$ cat src/hdl/lps_pkg.sv
// ----------------------------------------------------------------------------
// LED pattern sequencer package
// Shared constants, codes and beat payload types of the sequencer.
// ----------------------------------------------------------------------------
`default_nettype none

package lps_pkg;

  // Step table geometry; the step index field is four bits wide.
  localparam int unsigned MaxSteps   = 16;
  localparam int unsigned StepW      = $clog2(MaxSteps);
  localparam int unsigned StepCountW = 5;
  localparam int unsigned DutyW      = 16;
  localparam int unsigned RawDelayW  = 16;
  localparam int unsigned RepeatW    = 8;
  localparam int unsigned CfgIdxW    = 1;
  localparam int unsigned CfgDataW   = 16;

  // A repeat count of minus one plays forever.
  localparam logic [RepeatW-1:0] RepeatForever = '1;

  // Input beat operations.
  typedef enum logic [1:0] {
    OP_TICK  = 2'd0,
    OP_WRITE = 2'd1,
    OP_START = 2'd2,
    OP_STOP  = 2'd3
  } lps_op_e;

  // Configuration register indexes.
  typedef enum logic [CfgIdxW-1:0] {
    REG_STEP_COUNT = 1'b0,
    REG_OFF_DUTY   = 1'b1
  } lps_reg_e;

  // One input beat.
  typedef struct packed {
    lps_op_e                     opcode;
    logic [StepW-1:0]            step_index;
    logic [DutyW-1:0]            step_duty;
    logic [RawDelayW-1:0]        step_start_delay;
    logic [RawDelayW-1:0]        step_end_delay;
    logic signed [RepeatW-1:0]   repeat_count;
  } lps_in_t;

  // One result beat.
  typedef struct packed {
    logic [DutyW-1:0] duty;
    logic             playing;
    logic             done_res;
    logic             start_error;
  } lps_out_t;

endpackage

`default_nettype wire

$ cat src/hdl/lps_step_table.sv
// ----------------------------------------------------------------------------
// LED pattern sequencer step table
// Holds duty, start delay and end delay per step; delays are saturated to
// the counter width on write and read back combinationally at one address.
// ----------------------------------------------------------------------------
`default_nettype none

module lps_step_table
  import lps_pkg::*;
#(
  parameter int unsigned DELAY_BITS = 16
) (
  input  wire logic                  clk_i,
  input  wire logic                  we_i,
  input  wire logic [StepW-1:0]      wr_idx_i,
  input  wire logic [DutyW-1:0]      wr_duty_i,
  input  wire logic [RawDelayW-1:0]  wr_start_i,
  input  wire logic [RawDelayW-1:0]  wr_end_i,
  input  wire logic [StepW-1:0]      rd_idx_i,
  output logic      [DutyW-1:0]      rd_duty_o,
  output logic      [DELAY_BITS-1:0] rd_start_o,
  output logic      [DELAY_BITS-1:0] rd_end_o
);

  // Width that holds both a raw delay and the counter's largest value.
  localparam int unsigned ExtW = (DELAY_BITS > RawDelayW) ? DELAY_BITS : RawDelayW;
  localparam logic [ExtW-1:0] DelayMax = ExtW'((64'd1 << DELAY_BITS) - 64'd1);

  logic [DutyW-1:0]      duty_q  [MaxSteps];
  logic [DELAY_BITS-1:0] start_q [MaxSteps];
  logic [DELAY_BITS-1:0] end_q   [MaxSteps];

  logic [ExtW-1:0]       start_ext;
  logic [ExtW-1:0]       end_ext;
  logic [DELAY_BITS-1:0] start_sat;
  logic [DELAY_BITS-1:0] end_sat;

  // Saturate delays that do not fit the tick counter.
  always_comb begin
    start_ext = ExtW'(wr_start_i);
    end_ext   = ExtW'(wr_end_i);
    start_sat = (start_ext > DelayMax) ? DELAY_BITS'(DelayMax) : DELAY_BITS'(start_ext);
    end_sat   = (end_ext > DelayMax) ? DELAY_BITS'(DelayMax) : DELAY_BITS'(end_ext);
  end

  // Every four-bit index addresses an entry, so no range check is needed.
  always_ff @(posedge clk_i) begin
    if (we_i) begin
      duty_q[wr_idx_i]  <= wr_duty_i;
      start_q[wr_idx_i] <= start_sat;
      end_q[wr_idx_i]   <= end_sat;
    end
  end

  // Read port at the current step pointer.
  assign rd_duty_o  = duty_q[rd_idx_i];
  assign rd_start_o = start_q[rd_idx_i];
  assign rd_end_o   = end_q[rd_idx_i];

endmodule

`default_nettype wire

$ cat src/hdl/lps_player.sv
// ----------------------------------------------------------------------------
// LED pattern sequencer player
// Play state, configuration registers and the single-pass next-state logic
// that turns one beat into the updated state and its result.
// ----------------------------------------------------------------------------
`default_nettype none

module lps_player
  import lps_pkg::*;
#(
  parameter int unsigned DELAY_BITS = 16
) (
  input  wire logic                  clk_i,
  input  wire logic                  rst_ni,
  input  wire logic                  cfg_we_i,
  input  wire logic [CfgIdxW-1:0]    cfg_index_i,
  input  wire logic [CfgDataW-1:0]   cfg_data_i,
  input  wire logic                  fire_i,
  input  wire lps_in_t               item_i,
  output logic      [StepW-1:0]      rd_idx_o,
  input  wire logic [DutyW-1:0]      rd_duty_i,
  input  wire logic [DELAY_BITS-1:0] rd_start_i,
  input  wire logic [DELAY_BITS-1:0] rd_end_i,
  output lps_out_t                   res_o
);

  logic [StepW-1:0]      step_ptr_q, step_ptr_d;
  logic                  hold_q, hold_d;
  logic [DELAY_BITS-1:0] tick_q, tick_d;
  logic [RepeatW-1:0]    repeats_q, repeats_d;
  logic                  running_q, running_d;
  logic [DutyW-1:0]      duty_q, duty_d;
  logic [StepCountW-1:0] steps_cfg_q, steps_cfg_d;
  logic [DutyW-1:0]      off_duty_q, off_duty_d;

  logic                  done;
  logic                  err;
  logic [StepCountW-1:0] steps_used;
  logic [DELAY_BITS:0]   tick_next;
  logic [DELAY_BITS-1:0] limit;
  logic [StepCountW-1:0] ptr_next;

  assign rd_idx_o = step_ptr_q;

  // Steps in use: zero acts as one, large counts clip to the table size.
  always_comb begin
    if (steps_cfg_q == '0) begin
      steps_used = StepCountW'(1);
    end else if (steps_cfg_q > StepCountW'(MaxSteps)) begin
      steps_used = StepCountW'(MaxSteps);
    end else begin
      steps_used = steps_cfg_q;
    end
  end

  assign limit     = hold_q ? rd_end_i : rd_start_i;
  assign tick_next = {1'b0, tick_q} + (DELAY_BITS+1)'(1);
  assign ptr_next  = StepCountW'(step_ptr_q) + StepCountW'(1);

  // Next state for one configuration write or one beat.
  always_comb begin
    step_ptr_d   = step_ptr_q;
    hold_d       = hold_q;
    tick_d       = tick_q;
    repeats_d    = repeats_q;
    running_d    = running_q;
    duty_d       = duty_q;
    steps_cfg_d  = steps_cfg_q;
    off_duty_d   = off_duty_q;
    done         = 1'b0;
    err          = 1'b0;

    if (cfg_we_i) begin
      case (cfg_index_i)
        REG_STEP_COUNT: begin
          steps_cfg_d = cfg_data_i[StepCountW-1:0];
        end
        REG_OFF_DUTY: begin
          off_duty_d = cfg_data_i[DutyW-1:0];
          if (!running_q) begin
            duty_d = cfg_data_i[DutyW-1:0];
          end
        end
        default: begin
        end
      endcase
    end

    if (fire_i) begin
      case (item_i.opcode)
        OP_TICK: begin
          if (running_q) begin
            if (tick_next < {1'b0, limit}) begin
              tick_d = tick_next[DELAY_BITS-1:0];
            end else if (!hold_q) begin
              // Start delay over: drive the step's duty.
              tick_d = '0;
              duty_d = rd_duty_i;
              hold_d = 1'b1;
            end else begin
              tick_d = '0;
              hold_d = 1'b0;
              if (ptr_next < steps_used) begin
                step_ptr_d = ptr_next[StepW-1:0];
              end else if (repeats_q == RepeatForever) begin
                step_ptr_d = '0;
              end else if (repeats_q != '0 && !repeats_q[RepeatW-1]) begin
                repeats_d  = repeats_q - RepeatW'(1);
                step_ptr_d = '0;
              end else begin
                // Last pass finished.
                step_ptr_d = '0;
                running_d  = 1'b0;
                duty_d     = off_duty_q;
                done       = 1'b1;
              end
            end
          end
        end
        OP_WRITE: begin
          // The table takes the write; play state is untouched.
        end
        OP_START: begin
          if (running_q) begin
            err = 1'b1;
          end else begin
            running_d  = 1'b1;
            step_ptr_d = '0;
            hold_d     = 1'b0;
            tick_d     = '0;
            repeats_d  = item_i.repeat_count;
          end
        end
        OP_STOP: begin
          if (running_q) begin
            running_d  = 1'b0;
            step_ptr_d = '0;
            hold_d     = 1'b0;
            tick_d     = '0;
            duty_d     = off_duty_q;
            done       = 1'b1;
          end
        end
        default: begin
        end
      endcase
    end
  end

  // Play state and configuration registers.
  always_ff @(posedge clk_i or negedge rst_ni) begin
    if (!rst_ni) begin
      step_ptr_q   <= '0;
      hold_q       <= 1'b0;
      tick_q       <= '0;
      repeats_q    <= '0;
      running_q    <= 1'b0;
      duty_q       <= '0;
      steps_cfg_q  <= StepCountW'(1);
      off_duty_q   <= '0;
    end else begin
      step_ptr_q   <= step_ptr_d;
      hold_q       <= hold_d;
      tick_q       <= tick_d;
      repeats_q    <= repeats_d;
      running_q    <= running_d;
      duty_q       <= duty_d;
      steps_cfg_q  <= steps_cfg_d;
      off_duty_q   <= off_duty_d;
    end
  end

  // Result of the beat, taken from the updated state.
  always_comb begin
    res_o.duty        = duty_d;
    res_o.playing     = running_d;
    res_o.done_res    = done;
    res_o.start_error = err;
  end

`ifndef SYNTHESIS
  // When idle, the play position is parked at the first step's start delay.
  a_idle_parked: assert property (@(posedge clk_i) disable iff (!rst_ni)
    !running_q |-> (step_ptr_q == '0 && !hold_q && tick_q == '0))
    else $error("idle sequencer has a stale play position");

  // A rejected start can only come from a running sequencer.
  a_err_running: assert property (@(posedge clk_i) disable iff (!rst_ni)
    (fire_i && err) |-> running_q)
    else $error("start rejected while idle");

  // Finishing or stopping leaves the sequencer idle at the off duty.
  a_done_idle: assert property (@(posedge clk_i) disable iff (!rst_ni)
    (fire_i && done) |=> (!running_q && duty_q == off_duty_q))
    else $error("sequencer still running after done");

  // The step pointer never reaches past the steps in use.
  a_ptr_range: assert property (@(posedge clk_i) disable iff (!rst_ni)
    running_q |-> (StepCountW'(step_ptr_q) < steps_used))
    else $error("step pointer out of table");
`endif

endmodule

`default_nettype wire

$ cat src/hdl/led_pattern_sequencer.sv
// Flow: a beat held in the input register is processed in one pass and its
// result is written to the result register once that register can take it.
// Throughput: one beat per cycle unless the result side stalls; the single-pass
// state update and step table read finish in the cycle the input register drains.
// Reset: asynchronous, active low; play stops, duty reads zero, the step
// count register resets to one; the step table is undefined until written.
// ----------------------------------------------------------------------------
// LED pattern sequencer
// Top level: input register, step table, player and result register.
// ----------------------------------------------------------------------------
`default_nettype none

module led_pattern_sequencer
  import lps_pkg::*;
#(
  parameter int unsigned DELAY_BITS = 16
) (
  input  wire logic                clk_i,
  input  wire logic                rst_ni,
  input  wire logic                cfg_we_i,
  input  wire logic [CfgIdxW-1:0]  cfg_index_i,
  input  wire logic [CfgDataW-1:0] cfg_data_i,
  input  wire logic                in_valid_i,
  output logic                     in_ready_o,
  input  wire lps_in_t             in_data_i,
  output logic                     out_valid_o,
  input  wire logic                out_ready_i,
  output lps_out_t                 out_data_o
);

  logic     in_valid_q;
  lps_in_t  in_q;
  logic     out_valid_q;
  lps_out_t out_q;
  logic     fire;
  lps_out_t res;

  logic [StepW-1:0]      rd_idx;
  logic [DutyW-1:0]      rd_duty;
  logic [DELAY_BITS-1:0] rd_start;
  logic [DELAY_BITS-1:0] rd_end;

  // A held beat is processed once the result register can take its result.
  assign fire       = in_valid_q && (!out_valid_q || out_ready_i);
  assign in_ready_o = !in_valid_q || fire;

  // Input register.
  always_ff @(posedge clk_i or negedge rst_ni) begin
    if (!rst_ni) begin
      in_valid_q <= 1'b0;
    end else if (in_ready_o) begin
      in_valid_q <= in_valid_i;
    end
  end

  always_ff @(posedge clk_i) begin
    if (in_ready_o && in_valid_i) begin
      in_q <= in_data_i;
    end
  end

  lps_step_table #(
    .DELAY_BITS (DELAY_BITS)
  ) u_table (
    .clk_i      (clk_i),
    .we_i       (fire && in_q.opcode == OP_WRITE),
    .wr_idx_i   (in_q.step_index),
    .wr_duty_i  (in_q.step_duty),
    .wr_start_i (in_q.step_start_delay),
    .wr_end_i   (in_q.step_end_delay),
    .rd_idx_i   (rd_idx),
    .rd_duty_o  (rd_duty),
    .rd_start_o (rd_start),
    .rd_end_o   (rd_end)
  );

  lps_player #(
    .DELAY_BITS (DELAY_BITS)
  ) u_player (
    .clk_i       (clk_i),
    .rst_ni      (rst_ni),
    .cfg_we_i    (cfg_we_i),
    .cfg_index_i (cfg_index_i),
    .cfg_data_i  (cfg_data_i),
    .fire_i      (fire),
    .item_i      (in_q),
    .rd_idx_o    (rd_idx),
    .rd_duty_i   (rd_duty),
    .rd_start_i  (rd_start),
    .rd_end_i    (rd_end),
    .res_o       (res)
  );

  // Result register.
  always_ff @(posedge clk_i or negedge rst_ni) begin
    if (!rst_ni) begin
      out_valid_q <= 1'b0;
    end else if (fire) begin
      out_valid_q <= 1'b1;
    end else if (out_ready_i) begin
      out_valid_q <= 1'b0;
    end
  end

  always_ff @(posedge clk_i) begin
    if (fire) begin
      out_q <= res;
    end
  end

  assign out_valid_o = out_valid_q;
  assign out_data_o  = out_q;

endmodule

`default_nettype wire

$ cat config.mk
export PLATFORM = sky130hd
export DESIGN_NAME = led_pattern_sequencer
export DESIGN_NICKNAME = d
export VERILOG_FILES = /design/src/hdl/lps_pkg.sv /design/src/hdl/lps_step_table.sv /design/src/hdl/lps_player.sv /design/src/hdl/led_pattern_sequencer.sv
export SDC_FILE = /design/constraint.sdc
export NUM_CORES = 1
export LEC_CHECK = 0
export BUFFER_PORTS_ARGS = -buffer_cell sky130_fd_sc_hd__buf_4
export CORE_MARGIN = 2
export CORE_UTILIZATION = 32
export CTS_CLUSTER_SIZE = 30
export DETAILED_ROUTE_END_ITERATION = 8
export PLACE_DENSITY = 0.58
export REMOVE_ABC_BUFFERS = 1
export SLEW_MARGIN = 25
export SYNTH_ARGS = -nofsm -noshare
export SYNTH_HDL_FRONTEND = slang
export SYNTH_SLANG_ARGS = --single-unit
$ cat constraint.sdc
create_clock -name clk_i -period 17.7 [get_ports clk_i]
set_clock_uncertainty 0.2 [all_clocks]
set_input_delay 4.425 -clock clk_i [delete_from_list [all_inputs] [get_ports clk_i]]
set_output_delay 4.425 -clock clk_i [all_outputs]
set_load 0.01 [all_outputs]
### After elaboration in Yosys (flattened, before gate mapping)

Memories as Yosys holds them, arrays and structs flattened.
Cells that the tools add are included.

* multiplexer cells: 63
* add/sub/neg operators: 3
* magnitude comparators: 5
* reductions and logical operators: 21
* eq/ne operators: 12
* bitwise logic cells: 1

Operators with widths (count)
* 16-bit two-way mux: 18
* 8-bit two-way mux: 7
* 16-bit case mux with 3 select lines: 1
* 16-bit greater-than comparator (second input constant): 2
* 16-bit case mux with 2 select lines: 1
* 4-bit two-way mux: 6
* 1-bit two-way mux: 23
* 16-bit by 1-bit adder with 17-bit output (second input constant): 1
* 17-bit by 16-bit < comparator with 1-bit output: 1
* 8-bit case mux with 2 select lines: 1
* 4-bit case mux with 3 select lines: 1
* 5-bit two-way mux: 2
* 9-bit AND reduction: 1
* 8-bit == test (second input constant): 1
* 2-bit by 1-bit != test with 1-bit output (second input constant): 4
* 2-bit != test (second input constant): 4
* 8-bit nonzero test: 1
* 8-bit by 1-bit subtractor with 8-bit output (second input constant): 1
* 7-bit AND reduction: 1
* 1-bit case mux with 3 select lines: 2
* 6-bit AND reduction: 1
* 4-bit by 1-bit adder with 5-bit output (second input constant): 1
* 5-bit greater-than comparator (second input constant): 1
* 5-bit logical NOT: 1
* 13 further kinds: 22

* flip-flop bits (word level): 150
* bits of input ports: 84
* word-level logic and storage cells: 128
* memories: 3
* RAM bits: 768
* output and inout port bits: 21

Memory list
* u_table.duty_q: words 16, bits a word 16, read ports 1, clocked after Yosys merged registers in 0, wr ports 1, RTL line lps_step_table.sv:29 `logic [DutyW-1:0] duty_q [MaxSteps];`
* u_table.end_q: words 16, bits a word 16, read ports 1, clocked after Yosys merged registers in 0, wr ports 1, RTL line lps_step_table.sv:31 `logic [DELAY_BITS-1:0] end_q [MaxSteps];`
* u_table.start_q: words 16, bits a word 16, read ports 1, clocked after Yosys merged registers in 0, wr ports 1, RTL line lps_step_table.sv:30 `logic [DELAY_BITS-1:0] start_q [MaxSteps];`

### Logic depth before layout (Yosys ltp)

Gate-level depths: netlist of run 1.

* depth after elaboration: 11
* gate-level depth with buffers: 20
* gate-level depth less buffers: 13

### Hierarchy

Synthesis of run 1 repeated with hierarchy kept, for this count alone.

* cells, all modules: 1955
* area total of the unflattened synthesis: 36799.0 um^2

Modules (own cells, without submodules)
* lps_step_table: seq. area each 23062.1 um^2, instances 1, cells an instance 1194, area an instance 28730.1 um^2
* lps_player: seq. area each 1677.9 um^2, instances 1, cells an instance 671, area an instance 5522.8 um^2
* led_pattern_sequencer: seq. area each 2482.4 um^2, instances 1, cells an instance 90, area an instance 2546.2 um^2

### Worst setup path before layout of run 1

Ideal clock, no wire load.

* path type: input-to-reg
* start point: input port out_ready_i
* end point: memory u_table.duty_q[0][0] (enable)
* buffers on the path: 0
* arrival time: 8.933 ns
* path slack: 8.054 ns
* data required time: 16.987 ns
* stages on the path: 6
* path through: nand2b_1 -> nand2_1 -> inv_1 -> nand2_1 -> or3_1 -> nor3_1

* longest elaborated chain between the ends: 5

RTL lines
* from (decl): RTL line led_pattern_sequencer.sv:27 `input wire logic out_ready_i,`
* 1-bit logical OR: RTL line led_pattern_sequencer.sv:44 `assign fire = in_valid_q && (!out_valid_q || out_ready_i);`
* 1-bit logical AND: RTL line led_pattern_sequencer.sv:44
* via fire: RTL line led_pattern_sequencer.sv:35 `logic fire;`
* 1-bit logical AND: RTL line led_pattern_sequencer.sv:66 `.we_i (fire && in_q.opcode == OP_WRITE),`
* 1-bit two-way mux: RTL line lps_step_table.sv:48 `if (we_i) begin`
* 1-bit two-way mux (implied by the code): RTL line lps_step_table.sv:49 `duty_q[wr_idx_i] <= wr_duty_i;`
* to (decl): RTL line lps_step_table.sv:29

The timed path passes the listed nets, and every way through them passes these cells.

### Worst setup path in the final report of run 1

* start point: input port out_ready_i
* end point: output port in_ready_o

* longest elaborated chain between the ends: 3

RTL lines
* 1-bit logical OR: RTL line led_pattern_sequencer.sv:44
* 1-bit logical AND: RTL line led_pattern_sequencer.sv:44
* 1-bit logical OR: RTL line led_pattern_sequencer.sv:45 `assign in_ready_o = !in_valid_q || fire;`
* to (decl): RTL line led_pattern_sequencer.sv:24 `output logic in_ready_o,`

No other way between the ends.

==> results of run 1 <==
-- stage by stage --
step                      std cells  hold slack (ps)  area [µm²]
after global placement         3459              302       39200
after global routing           3632              346       42100
after floorplan                1818              282       36100
after detailed placement       3460              308       39200
final                          3632              318       42100
after CTS                      3631              321       42100
-- routing by layer --
metal,part of all wire,routed length (µm)
met1,0.43,37200
met2,0.51,44400
met3,0.043,3710
met4,0.021,1860
met5,0,0
-- power groups by stage --
stage | Sequential [mW] | Combinational (mW) | Clock [mW]
4_1_cts | 2.58 | 1.17 | 1.91
3_5_place_dp | 2.62 | 1.17 | 0
5_1_grt | 2.59 | 1.25 | 2.00
2_1_floorplan | 2.70 | 0.918 | 0
3_3_place_gp | 2.61 | 1.15 | 0
6_report | 2.57 | 1.16 | 1.86
-- layout by cell type, fill, tap and decap left out, drive strengths merged, types with 19 or more instances in the layout --
cell type	count
a211oi	19
a21oi	59
buf	142
clkbuf	123
clkinv	35
dfrtp	68
edfxtp	849
ha	29
inv	27
mux2	22
mux2i	145
mux4	146
nand2	87
nand2b	24
nor2	34
nor2b	27
o221ai	76
o22ai	35
-- registers in the layout (all words and copies together) (netlist names), 16 cells and up --
signal / count
in_q: 62
out_data_o: 19
u_player.duty_q: 16
u_player.off_duty_q: 16
u_player.tick_q: 16
u_table.duty_q: 256
u_table.end_q: 256
u_table.start_q: 256
-- worst max path at each step --
stage	slack [ps]	endpoint	from
2_1_floorplan	5030	out_data_o[17]	u_player.rd_idx_o[0]
4_1_cts	8170	in_ready_o	out_ready_i
6_report	8170	in_ready_o	out_ready_i
3_3_place_gp	8170	in_ready_o	out_ready_i
5_1_grt	8140	in_ready_o	out_ready_i
3_5_place_dp	8170	in_ready_o	out_ready_i
-- logic make-up (layout without fill, tap and decap cells) --
group / after synthesis / count (layout) / synth area share
xor+xnor: 11 / 11 / 0.00264
fa+ha+maj: 29 / 29 / 0.00993
other cells: 0 / 1 / 0
compound gates: 286 / 286 / 0.0580
buf+inv: 124 / 331 / 0.0147
mux: 313 / 313 / 0.136
flops: 918 / 918 / 0.745
simple gates: 243 / 243 / 0.0333
-- cell type report --
type | count | area (µm²)
flip-flops and latches | 918 | 27200
clock buffers | 123 | 2490
multi-input cells | 882 | 8920
clock inverters | 48 | 390
diodes | 1 | 2.50
inverters | 18 | 67.6
fillers | 10200 | 70700
well taps | 1500 | 1880
repair buffers | 142 | 1090
-- critical path, stage by stage --
cell and delay, ps:
buf_4 110, nand3b_1 190, buf_4 170
==> run metrics, run 1 <==
Post-Route WL 87100 µm; Max VDD drop between 90 and 100 µV; combinational power share 0.207; met1 GRT Util 0.195; Yosys top cell area share 0.698; clk_lat worst skew ~660 ps; Top FF cell, synth edfxtp_1; Total Power around 5.6 mW; setup TNS 0 ps; largest net degree at the start of global routing about 120; height of the chip 342 µm; WHS Endpoint u_player.repeats_q[0]; # Post-CTS Setup Buffers 0; Internal roughly 4.0 mW; Achievable Freq between 0.1 and 0.15 GHz; Post-synth EDFFs between 800 and 900; final worst path period need roughly 9500 ps; PwrDens around 130 mW/mm²; clock slew at reported path FFs roughly 60 ps; clock power share 0.333; cts hold-fix bufs 0; # rows 123; origin of the worst min-delay path u_player.repeats_q[0]; reg2reg setup slack 10930 ps; worst reg2reg startpoint u_player.rd_idx_o[1]; ys async rst share 0.0752; Core Region 0.113 mm²; max-slew violations 0; wire per inst 24.0 µm; IO Pins ~110; clock sink total 918; met3 GRT Util 0.0219; relative slew slack 0.298; top cells by area, synth edfxtp_1 (70%), mux4_2 (9.0%), dfrtp_1 (4.7%); Worst EP required roughly 13000 ps; leakage power total ~13 nW; Sequential Power Share 0.460; Reg-to-Reg End out_data_o[14]; commonest cells in the netlist edfxtp_1 (849), mux4_2 (146), mux2i_1 (145); drt first pass iters 7; Switching Share 0.283; CTS Buf Count between 90 and 100; DRC violations left 0; Synth Register Bits between 900 and 1000; vias in the first global route 19500; GRT busiest layer met2; period utilisation layout 0.538; Total GRT Usage 0.149; final net count 2170; Post-CTS Resized 0; Die X roughly 340 µm; share of cells above drive strength 1 0.220; DP Worst Slack ~8200 ps; arrival time worst endpoint between 4000 and 5000 ps; post-synth design cell area ~0.037 mm²; HPWL after DPL 48400 µm; Worst Reg-to-Reg Cells 13; die area between 0.1 and 0.15 mm²; RSZ-0062 raised after global routing no; Area Growth Syn to Fin 15.2%; Final Core Density 0.373; Hold Crit Class register to register; Synth cell types 64; post-synth top area cell edfxtp_1; GR met2 Demand/Resource 0.257; crit end category primary output; cell count after synthesis slightly below 2000; Max Buffers Root-to-Sink 3; worst-margin pin slew 1050 ps; vias ~19000; initial antenna violation count 4; Hold Path Cell Cnt 1; DRT iter0 DRCs ~1700; Initial Util 0.324; top-count cell post-synth edfxtp_1; outcome finished, final reports clean; first-pass GRT wire length between 100000 and 150000 µm; clock root buffer clkbuf_16; Antenna Nets Post-Route 0; Max-Cap Viols 0; critical path class input port to primary output; Final setup viols 0; worst setup margin 8170 ps; GRT overflow 0; Critical Path Fanout Max 3; CTS tree done; synthesized area per cell around 19 µm²; I/O Buffers between 100 and 150; RD Place Congestion 0.763; CTS H-tree depth 3; Via density 5.17; Ys Warns 0; Worst setup SP type input port; register area share after synthesis 0.745; Net Sw Power around 1.6 mW; final hold vios 0
Note: power is estimated with default switching activity, not from simulation.
==> inputs of run 2 (changes only) <==
Settings changed: ABC_AREA set to 1.
Clock period 17.7 ns to 9.1 ns, I/O delays scaled along.
==> run 2 against run 1 <==
Compared with the run above: flip-flop and latch count unchanged; cell count rose by 31%; synthesized area rose by 2.7%; clock-buffer cell count did not move; combinational power rose by 110%; clock power increased by 100%; total power is 100% higher; cell area increased by 1.7%; critical path type is now register to register; largest power group unchanged.
==> run metrics, run 2 <==
outcome finished, final reports clean; first-pass GRT wire length about 150000 µm; commonest cells in the netlist edfxtp_1 (849), nand2_1 (488), nor2_1 (399); placed cell areas between 0.03 and 0.04 mm²; Final setup viols 0; CTS H-tree depth 3; Area Growth Syn to Fin 14.1%; Max Buffers Root-to-Sink 3; clk_lat worst skew about 670 ps; Post-synth EDFFs roughly 850; clock root buffer clkbuf_16; Ys Warns 0; Worst EP required 9490 ps; Via density a little over 5; Die X about 350 µm; Worst setup SP type register; # rows between 100 and 150; final net count 3250; Total GRT Usage 0.164; clock sink total approximately 920; Core Region about 0.12 mm²; Critical Path Fanout Max roughly 170; synthesized area per cell 12.2 µm²; commonest non-fill, non-tap cell in the layout edfxtp_1; leakage power total approximately 15 nW; clock slew at reported path FFs about 60 ps; DRT iter0 DRCs around 2400; critical path class register to register; arrival time worst endpoint ~5800 ps; Top FF cell, synth edfxtp_1; multi-input logic area between 0.009 and 0.01 mm²; storage element area 0.0272 mm²; Antenna Nets Post-Route 0; Synth cell types 38; reg2reg setup slack about 3700 ps; PwrDens between 200 and 300 mW/mm²; cts hold-fix bufs 0; vias in the first global route 23200; Worst Reg-to-Reg Cells 17; Max-Cap Viols 0; crit end category register; post-synth design cell area 0.0375 mm²; drt first pass iters 5; Achievable Freq 0.184 GHz; # Post-CTS Setup Buffers 0; HPWL after DPL 53400 µm; max-slew violations 0; Reg-to-Reg End u_player.repeats_q[5]; Max VDD drop 160 µV; CTS Buf Count between 90 and 100; GRT overflow 0; register area share after synthesis 0.725; relative slew slack 0.329; worst reg2reg startpoint u_player.rd_idx_o[0]; most frequent cells in the layout edfxtp_1 (849), nand2_1 (488), o21ai_0 (389), nor2_1 (383), nand3_1 (259); Synth Register Bits 918; final hold vios 0; worst-margin pin slew roughly 1000 ps; Post-Route WL 100000 µm; antenna cells 0; Fillers 11100; ys async rst share 0.0752; IO Pins around 110; WHS Endpoint u_player.steps_cfg_q[4]; largest net degree at the start of global routing roughly 180; Hold Path Cell Cnt 2; top cells by area, synth edfxtp_1 (68%), o21ai_0 (5.2%), nand2_1 (4.9%); Final Instance Area between 0.04 and 0.05 mm²; DRC violations left 0; origin of the worst min-delay path u_player.steps_cfg_q[4]; die area 0.120 mm²; cell count after synthesis between 3000 and 4000; Post-CTS Resized 0; Hold Crit Class register to register; final worst path period need 5420 ps; RSZ-0062 raised after global routing no; Initial Util 0.323; wire per inst about 21 µm; RD Place Congestion between 0.8 and 0.9; period utilisation layout 0.596; I/O Buffers 104; top-count cell post-synth edfxtp_1; share of cells above drive strength 1 0.0986; CTS tree done; biggest regs u_table.duty_q (256), u_table.end_q (256), u_table.start_q (256); Fin Hold WS just under 300 ps; initial antenna violation count 3; post-synth top area cell edfxtp_1; Yosys top cell area share 0.679; height of the chip 347 µm; vias 24200
-- run 2: cell types whose count changed in the layout (fill, tap and decap cells not counted), sizes merged, moves of 54 or more --
cell	before	now
o21ai	14	425
nand2	87	492
nor2	34	400
nand3	17	259
mux4	146	0
mux2i	145	1
inv	27	96
o22ai	35	89
-- run 2: worst max-delay path by stage --
stage	endpoint	startpoint	slack, ps	depth (start not counted)
2_1_floorplan	u_player.rd_idx_o[0]	u_player.rd_idx_o[0]	-3500	18
3_3_place_gp	u_player.repeats_q[0]	u_player.rd_idx_o[0]	3600	18
3_5_place_dp	u_player.repeats_q[5]	u_player.rd_idx_o[0]	3590	18
4_1_cts	u_player.repeats_q[5]	u_player.rd_idx_o[0]	3590	18
5_1_grt	u_player.repeats_q[5]	u_player.rd_idx_o[0]	2980	18
6_report	u_player.repeats_q[5]	u_player.rd_idx_o[0]	3680	17
-- run 2: layout make-up --
cell class,instances,area share
flip-flops and latches,918,0.636
multi-input cells,1876,0.213
clock buffers,123,0.0600
well taps,1524,0.0445
repair buffers,147,0.0264
clock inverters,56,0.0113
inverters,96,0.00888
-- run 2: metal layers --
layer | vias to the layer above | GRT usage | part of all wire
li1 | 11300 | - | -
met1 | 12000 | 0.228 | 0.44
met2 | 803 | 0.261 | 0.47
met3 | 155 | 0.0296 | 0.065
met4 | 4 | 0.0503 | 0.025
met5 | - | 0 | 0.00033
-- run 2: power by group --
group	internal (mW)	switching (mW)	total, mW
logic	0.712	1.70	2.41
registers	4.80	0.199	5.00
clock network	2.15	1.65	3.80
-- run 2: cells by family after synthesis --
group / share of synthesized area
simple gates: 0.127
flops: 0.725
compound gates: 0.0993
buf+inv: 0.0353
fa+ha+maj: 0.00967
xor+xnor: 0.00327
mux: 0.000267
-- run 2: critical path, cell delays in order, from the launching register on --
cell and delay [ps]:
dfrtp_4 880, clkinv_8 650, o21ai_0 420, o22ai_1 100, o211ai_1 270, o21ai_0 180, o21ai_1 430, ha_1 240
nand2_1 70, nor2_1 170, nand4_1 110, nor2_1 120, nand2_1 90, nand2_4 280, nand2_4 250, a21boi_4 430
nand2_1 100, o21ai_1 100
-- run 2: stage by stage --
| step | std cells | power (mW) | setup TNS [ps] | worst slack [ps] | utilization |
|---|---|---|---|---|---|
| after floorplan | 2890 | 6.67 | -211840 | -3500 | - |
| after global placement | 4561 | 7.46 | 0 | 3600 | 0.342 |
| after detailed placement | 4561 | 7.49 | 0 | 3590 | 0.342 |
| after CTS | 4740 | 11.3 | 0 | 3590 | 0.368 |
| after global routing | 4740 | 11.8 | 0 | 2980 | 0.368 |
| final | 4740 | 11.2 | 0 | 3680 | 0.368 |
==> inputs of run 3 (changes only) <==
Settings changed: PLACE_DENSITY 0.58 to 0.59.
Clock period 9.1 ns to 4.7 ns, I/O delays scaled along.
==> run 3 against run 2 <==
Compared with the run above: routed wire length grew 0.37%; worst setup slack got worse by 3300 ps; register-to-register slack got worse by 3300 ps; sequential power increased by 92%; critical path depth is 1 higher; global-route usage up 0.11 points; sequential share of layout area decreased by 0.94 points; largest cell class unchanged.
==> run metrics, run 3 (synthesis results as in run 2) <==
outcome finished, final reports clean; Max-Cap Viols 0; drt first pass iters 6; setup TNS 0 ps; Post-Route M1 WL around 45000 µm; Final setup viols 0; CP dominant cell by count nand2_1; die area 0.120 mm²; clock root buffer clkbuf_16; DR WL met3 roughly 6700 µm; Total GRT Usage 0.165; CP max stage delay about 660 ps; commonest non-fill, non-tap cell in the layout edfxtp_1; biggest regs u_table.duty_q (256), u_table.end_q (256), u_table.start_q (256); Total Power roughly 22 mW; worst path cell trace inv_4 > buf_12 > o21ai_0 > o221ai_1 > o211ai_1 > o21ai_1 > o21ai_1 > ha_1 > nand2_1 > nor3_1 > nand4_1 > nor2_1 > nand2_1 > nand2_4 > inv_2 > nand2_1 > nand3_1 > o21ai_0; Post-CTS Resized 0; Area Growth Syn to Fin 15.8%; clock sink total about 920; CTS Buf Count slightly below 100; clock slew at reported path FFs about 60 ps; met2 WL ~47000 µm; # rows 125; height of the chip approximately 350 µm; Antenna Nets Post-Route 0; largest net degree at the start of global routing 91; period utilisation layout 0.926; Critical Path Fanout Max 44; share of cells above drive strength 1 0.115; top layer reached by signal wires met5; worst-margin pin slew around 1000 ps; wire per inst between 20 and 25 µm; IO Pins roughly 110; leakage power total 15.2 nW; max-slew violations 0; RD Place Congestion slightly above 0.8; final hold vios 0; relative slew slack 0.321; clk_lat worst skew 680 ps; arrival time worst endpoint around 4700 ps; HPWL after DPL 55500 µm; Initial Util 0.323; Max VDD drop between 300 and 400 µV; critical path class register to register; Worst setup SP type register; final net count ~3300; Slowest-stage cell, CP dfrtp_4; Post-Route WL approximately 100000 µm; first-pass GRT wire length roughly 150000 µm; CTS tree done; Worst EP required a little over 5000 ps; Fin Hold WS between 200 and 300 ps; CTS H-tree depth 3; Die X ~350 µm; # Post-CTS Setup Buffers 0; Achievable Freq approximately 0.23 GHz; RSZ-0062 raised after global routing no; DRT iter0 DRCs about 2100; GRT overflow 0; vias in the first global route 23700; initial antenna violation count 2; cts hold-fix bufs 0; Hold Crit Class register to register; I/O Buffers about 100; PwrDens approximately 510 mW/mm²; antenna cells 0; crit end category register; Core Region ~0.12 mm²; Max Buffers Root-to-Sink 3; vias 24700; final worst path period need 4350 ps; most frequent cells in the layout edfxtp_1 (849), nand2_1 (488), o21ai_0 (388), nor2_1 (383), nand3_1 (259); Via density ~5.2; DRC violations left 0
[run 3: cell types whose count changed in the layout (fill, tap and decap cells not counted), moves of 2 or more]
| cell | before | now |
|---|---|---|
| clkinv_8 | 3 | 1 |
| clkbuf_1 | 24 | 13 |
| clkinv_2 | 19 | 21 |
| buf_12 | 2 | 14 |
| bufinv_16 | 5 | 9 |
| inv_6 | 1 | 5 |
| clkinv_1 | 21 | 28 |
| buf_4 | 144 | 184 |
[run 3: area by class of cell]
| type | instances | area [µm²] |
|---|---|---|
| clock inverter | 69 | 636 |
| fill | 11000 | 72700 |
| sequential | 918 | 27200 |
| clock buffer | 112 | 2510 |
| tap | 1524 | 1910 |
| multi-input combinational | 1876 | 9110 |
| timing repair buffer | 199 | 1670 |
| inverter | 96 | 380 |
[run 3: worst max-delay path, delay by kind of cell (launching register included)]
family,cells,cell delay [ps]
buf+inv,3,560
flops,1,660
compound gates,6,1180
simple gates,8,1280
fa+ha+maj,1,330
[run 3: worst paths after layout]
check / start / end / slack, ps / cells past startpoint
max reg2reg: u_player.rd_idx_o[1] / u_player.rd_idx_o[1] / 350 / 18
min reg2reg: u_player.steps_cfg_q[4] / u_player.steps_cfg_q[4] / 290 / 2
min in group asynchronous: rst_ni / u_player.hold_q / 350 / 1
max: u_player.rd_idx_o[1] / u_player.rd_idx_o[1] / 350 / 18
min: u_player.steps_cfg_q[4] / u_player.steps_cfg_q[4] / 290 / 2
max in group asynchronous: rst_ni / u_player.rd_idx_o[0] / 3410 / 1
[run 3: power breakdown]
group          internal, mW  leakage, nW  switching [mW]  total (mW)
Combinational          1.54         5.14            3.37        4.91
Clock                  4.35         1.54            3.20        7.55
Sequential             9.29         8.55           0.312        9.60
[run 3: metrics by stage]
step | cells | instance area, µm² | util | worst slack (ps)
2_1_floorplan | 2890 | 36600 | - | -7900
3_3_place_gp | 4613 | 40300 | 0.347 | 430
3_5_place_dp | 4613 | 40300 | 0.347 | 383
4_1_cts | 4794 | 43500 | 0.374 | 340
5_1_grt | 4794 | 43500 | 0.374 | 5.34
6_report | 4794 | 43500 | 0.374 | 346
[run 3: metal layers]
layer / global-route usage / vias to the layer above
li1: - / 11400
met1: 0.234 / 12300
met2: 0.265 / 891
met3: 0.0271 / 164
met4: 0.0385 / 2
met5: 0 / -
